[src/rtl/cht_ram.sv]
// ----------------------------------------------------------------------------
// Generic RAM
// Single write port, single read port, registered read data.
// ----------------------------------------------------------------------------
module cht_ram #(
   parameter int WIDTH = 8,
   parameter int DEPTH = 16
) (
   input  logic                     clock,
   input  logic                     wr_en,
   input  logic [$clog2(DEPTH)-1:0] wr_addr,
   input  logic [WIDTH-1:0]         wr_data,
   input  logic [$clog2(DEPTH)-1:0] rd_addr,
   output logic [WIDTH-1:0]         rd_data
);
   logic [WIDTH-1:0] mem_ff [DEPTH];

   always_ff @(posedge clock) begin
      if (wr_en) begin
         mem_ff[wr_addr] <= wr_data;
      end
      rd_data <= mem_ff[rd_addr];
   end
endmodule

[config.mk]
export PLATFORM = sky130hd
export DESIGN_NAME = cht_ram
export DESIGN_NICKNAME = d
export VERILOG_FILES = /design/src/rtl/cht_ram.sv
export SDC_FILE = /design/constraint.sdc
export NUM_CORES = 1
export LEC_CHECK = 0
export ABC_AREA = 1
export BUFFER_PORTS_ARGS = -buffer_cell sky130_fd_sc_hd__buf_2
export CAP_MARGIN = 10
export CELL_PAD_IN_SITES_DETAIL_PLACEMENT = 1
export CELL_PAD_IN_SITES_GLOBAL_PLACEMENT = 1
export CORE_MARGIN = 2
export CORE_UTILIZATION = 51
export CTS_BUF_LIST = sky130_fd_sc_hd__clkbuf_8
export CTS_CLUSTER_SIZE = 16
export DETAILED_ROUTE_END_ITERATION = 10
export PLACE_DENSITY_LB_ADDON = 0.1
export SYNTH_ARGS = -nofsm -noshare
export SYNTH_HDL_FRONTEND = slang
export SYNTH_SLANG_ARGS = --single-unit
export TNS_END_PERCENT = 30
[constraint.sdc]
create_clock -name clock -period 1.3 [get_ports clock]
set_input_delay 0.26 -clock clock [delete_from_list [all_inputs] [get_ports clock]]
set_output_delay 0.26 -clock clock [all_outputs]
set_load 0.05 [all_outputs]
==> qor.yml <==
outcome:
  status: "completed"
worst_setup_path:
  cp_data_arrival_time_ns: 1.01
  reg2reg_from: "mem_ff[15][5]"
  path_buf_inv: 1
  worst_path_largest_cell_delay_ns: 0.33
  path_cells: "clkbuf_4"
  endpoint_kind: "primary output"
  cp.required_ns: 1.04
  critPathKind: "flop to primary output"
  crit-reg2reg-capture: "rd_data[5]"
  reg2reg_slack_ns: 0.22
  path_delay_family: "flip-flops"
  ff2ff_path_depth: 6
  crit_slowest_cell: "dfxtp_1"
  path_depth: 1
  worst_setup_path_start_kind: "flop"
  path_max_fanout: 1
routing:
  num_vias: 4029
  routed_wl_um: 15600
  viasPerCell: 5.31
  dr.pass1.iters: 4
  postRouteAntennaNets: 0
  wl_per_cell_um: 20.6
  drc: 0
  drtIter0Drc: 260
synthesis:
  yosysUniqueCellTypes: 12
  yosysTopAreaCellShare_pct: 66.7
  seq_area_frac_synth_pct: 69.4
  avgSynthCellArea_um2: 10.5
  yosys.area_share.xor_xnor_pct: 0
  synth_area_leaders: "edfxtp_1 67%, nand2_1 11%, nand3_1 8.4%"
  synth_compound_area_share_pct: 0
  syn_area_mm2: 0.00577
  synth_seq_cells: 136
  yosysWarnings: 0
  muxShareOfSynthArea_pct: 0
  synth_top_family_by_area: "simple AND/OR/NAND/NOR gates"
  synth_nets: 569
  yosysTopAreaCell: "edfxtp_1"
  synth_fa_ha_area_share_pct: 0
  netlist_instances: 551
  synth-simple-area-share_pct: 21.0
timing:
  tightestPinTransition_ns: 0.362
  worst_slack_ns: 0.0277
  setup_viol: 0
  fin_worst_skew_ns: 0.00852
  rsz0062_at_grt: "no"
  min_period_ns: 1.27
  slew_headroom_pct: 75.9
  fin_crit_sh_pct: 97.9
  report.final.slew_viol_count: 0
  final_hold_viol_count: 0
  fmax_mhz: 786
clock_network:
  clkTransAtPathRegs_ns: 0.08
  cts_buffer_depth: 2
  cts_setup_buffers: 0
  clk_latency_ns: 0.44
  cts_tree: "yes"
  cts_root_buf: "clkbuf_8"
  cts_sinks: 136
  cts_made_buffers: 17
  holdBufCountCts: 0
  htreeDepth: 4
power_and_ir_drop:
  power.density_mw_per_mm2: 1410
  combPwrFrac_pct: 8.3
  total_power_w: 0.00941
  p_seq_share_pct: 52.3
  clkPwrFrac_pct: 39.4
  switching_share_pct: 23.7
  irDropWorstVdd_uv: 810
  p_leak_nw: 2.94
  switchingPower_w: 0.00223
  p_int_w: 0.00718
die:
  die_area_mm2: 0.0122
  io_pins: 26
  start_util_pct: 52.7
  die_x_um: 110
  die_y_um: 110
  placementRows: 38
  coreArea_mm2: 0.0109
final_layout:
  finalInstanceArea_mm2: 0.00666
  finalNetCount: 624
  fill_cells: 1199
  syn2layout_area_growth_pct: 15.6
  final_cells: 759
  drive_gt1_share_pct: 14.5
  diodes: 0
place:
  dp_cells: 727
  io_buffers: 25
  place.gp.congestion: 0.799
  dpl.hpwl_um: 10100
  dpl_cell_area_mm2: 0.00623
  place_ws_ns: -0.0450
global_route:
  grt_pass1_vias: 4364
  grt_max_degree: 27
  grt_antenna_before_repair: 0
  grt_pass1_wl_um: 24300
  grt_overflow_total: 0
  gr-usage-all-layers_pct: 28.4
min_path:
  hold_depth: 3
  holdCritStartpoint: "rd_addr[3]"
  hold_end: "rd_data[7]"
  hold_class: "input port to flop"
flow_run:
  max-cap-violations: 0
layout make-up:
type                            instances  area, um2  area share [%]
Inverter                              102        383            5.75
Tap cell                              140        175            2.63
Sequential cell                       136       4000            60.1
Clock buffer                           17        234            3.51
Clock inverter                         15        184            2.76
Timing Repair Buffer                   60        470            7.06
Multi-Input combinational cell        289       1210            18.2
power by group through the flow:
stage,Sequential (W),Clock (W),Combinational [W]
2_1_floorplan,0.00512,0,0.000346
5_1_grt,0.00493,0.00392,0.000850
3_5_place_dp,0.00502,0,0.000759
3_3_place_gp,0.00502,0,0.000725
6_report,0.00493,0.00371,0.000781
4_1_cts,0.00492,0.00373,0.000772
flip-flops by register name, indices dropped and copies added, names as in the netlist:
register	cells
mem_ff	128
rd_data	8
per-stage QoR:
stage          TNS (ns)  utilization (%)  hold slack, ns
2_1_floorplan         0                -           0.359
4_1_cts               0             60.8           0.187
3_3_place_gp          0             56.9           0.645
5_1_grt               0             60.9           0.193
3_5_place_dp    -0.0872             56.9           0.658
6_report              0             60.9           0.200
what timing repair did:
item | in CTS | in global routing
endpoints found under the setup margin | 1 | 7
pin swaps | 0 | 0
resized for setup | 1 | 7
cells in the mapped netlist:
master / n
nand2_1: 173
edfxtp_1: 128
inv_1: 100
nand3_1: 97
nor2_1: 17
buf_2: 13
dfxtp_1: 8
buf_6: 6
buf_4: 4
inv_2: 2
nand3b_1: 2
buf_1: 1
per-layer routing:
metal / global-route usage, % / up-vias / part of all wire [%]
li1: - / 1884 / -
met2: 47.3 / 115 / 51
met4: 9.46 / 0 / 1.9
met5: 0 / - / 0
met1: 36.9 / 2010 / 42
met3: 6.47 / 20 / 4.8
worst reg2reg max path: cells and delay by family, from the launching register on:
kind | cells | cell delay, ns
DFF | 1 | 0.38
and+or+nand+nor | 5 | 0.51
buffers and inverters | 1 | 0.08
worst max-delay path by stage:
stage / start / end / slack, ns
3_3_place_gp: rd_addr[0] / rd_data[7] / 0.006
4_1_cts: rd_data[4] / rd_data[4] / 0.005
3_5_place_dp: rd_addr[0] / rd_data[7] / -0.05
5_1_grt: rd_data[2] / rd_data[2] / 0.004
2_1_floorplan: wr_addr[3] / mem_ff[4][0] / 0.09
6_report: rd_data[2] / rd_data[2] / 0.03
placed cells by master (no fill, tap or decap):
cell        count
buf_12          5
buf_2          17
buf_4          31
bufinv_16       4
clkbuf_4        7
clkbuf_8       17
clkinv_1        3
clkinv_2        3
clkinv_4        2
clkinvlp_4      1
dfxtp_1         8
edfxtp_1      128
inv_1         101
inv_2           2
inv_6           1
nand2_1       173
nand3_1        97
nand3b_1        2
nor2_1         17
kinds of logic after synthesis:
logic type,Yosys count
and+or+nand+nor,289
DFF,136
buffers and inverters,126
Power figures use the tool's default switching activity.
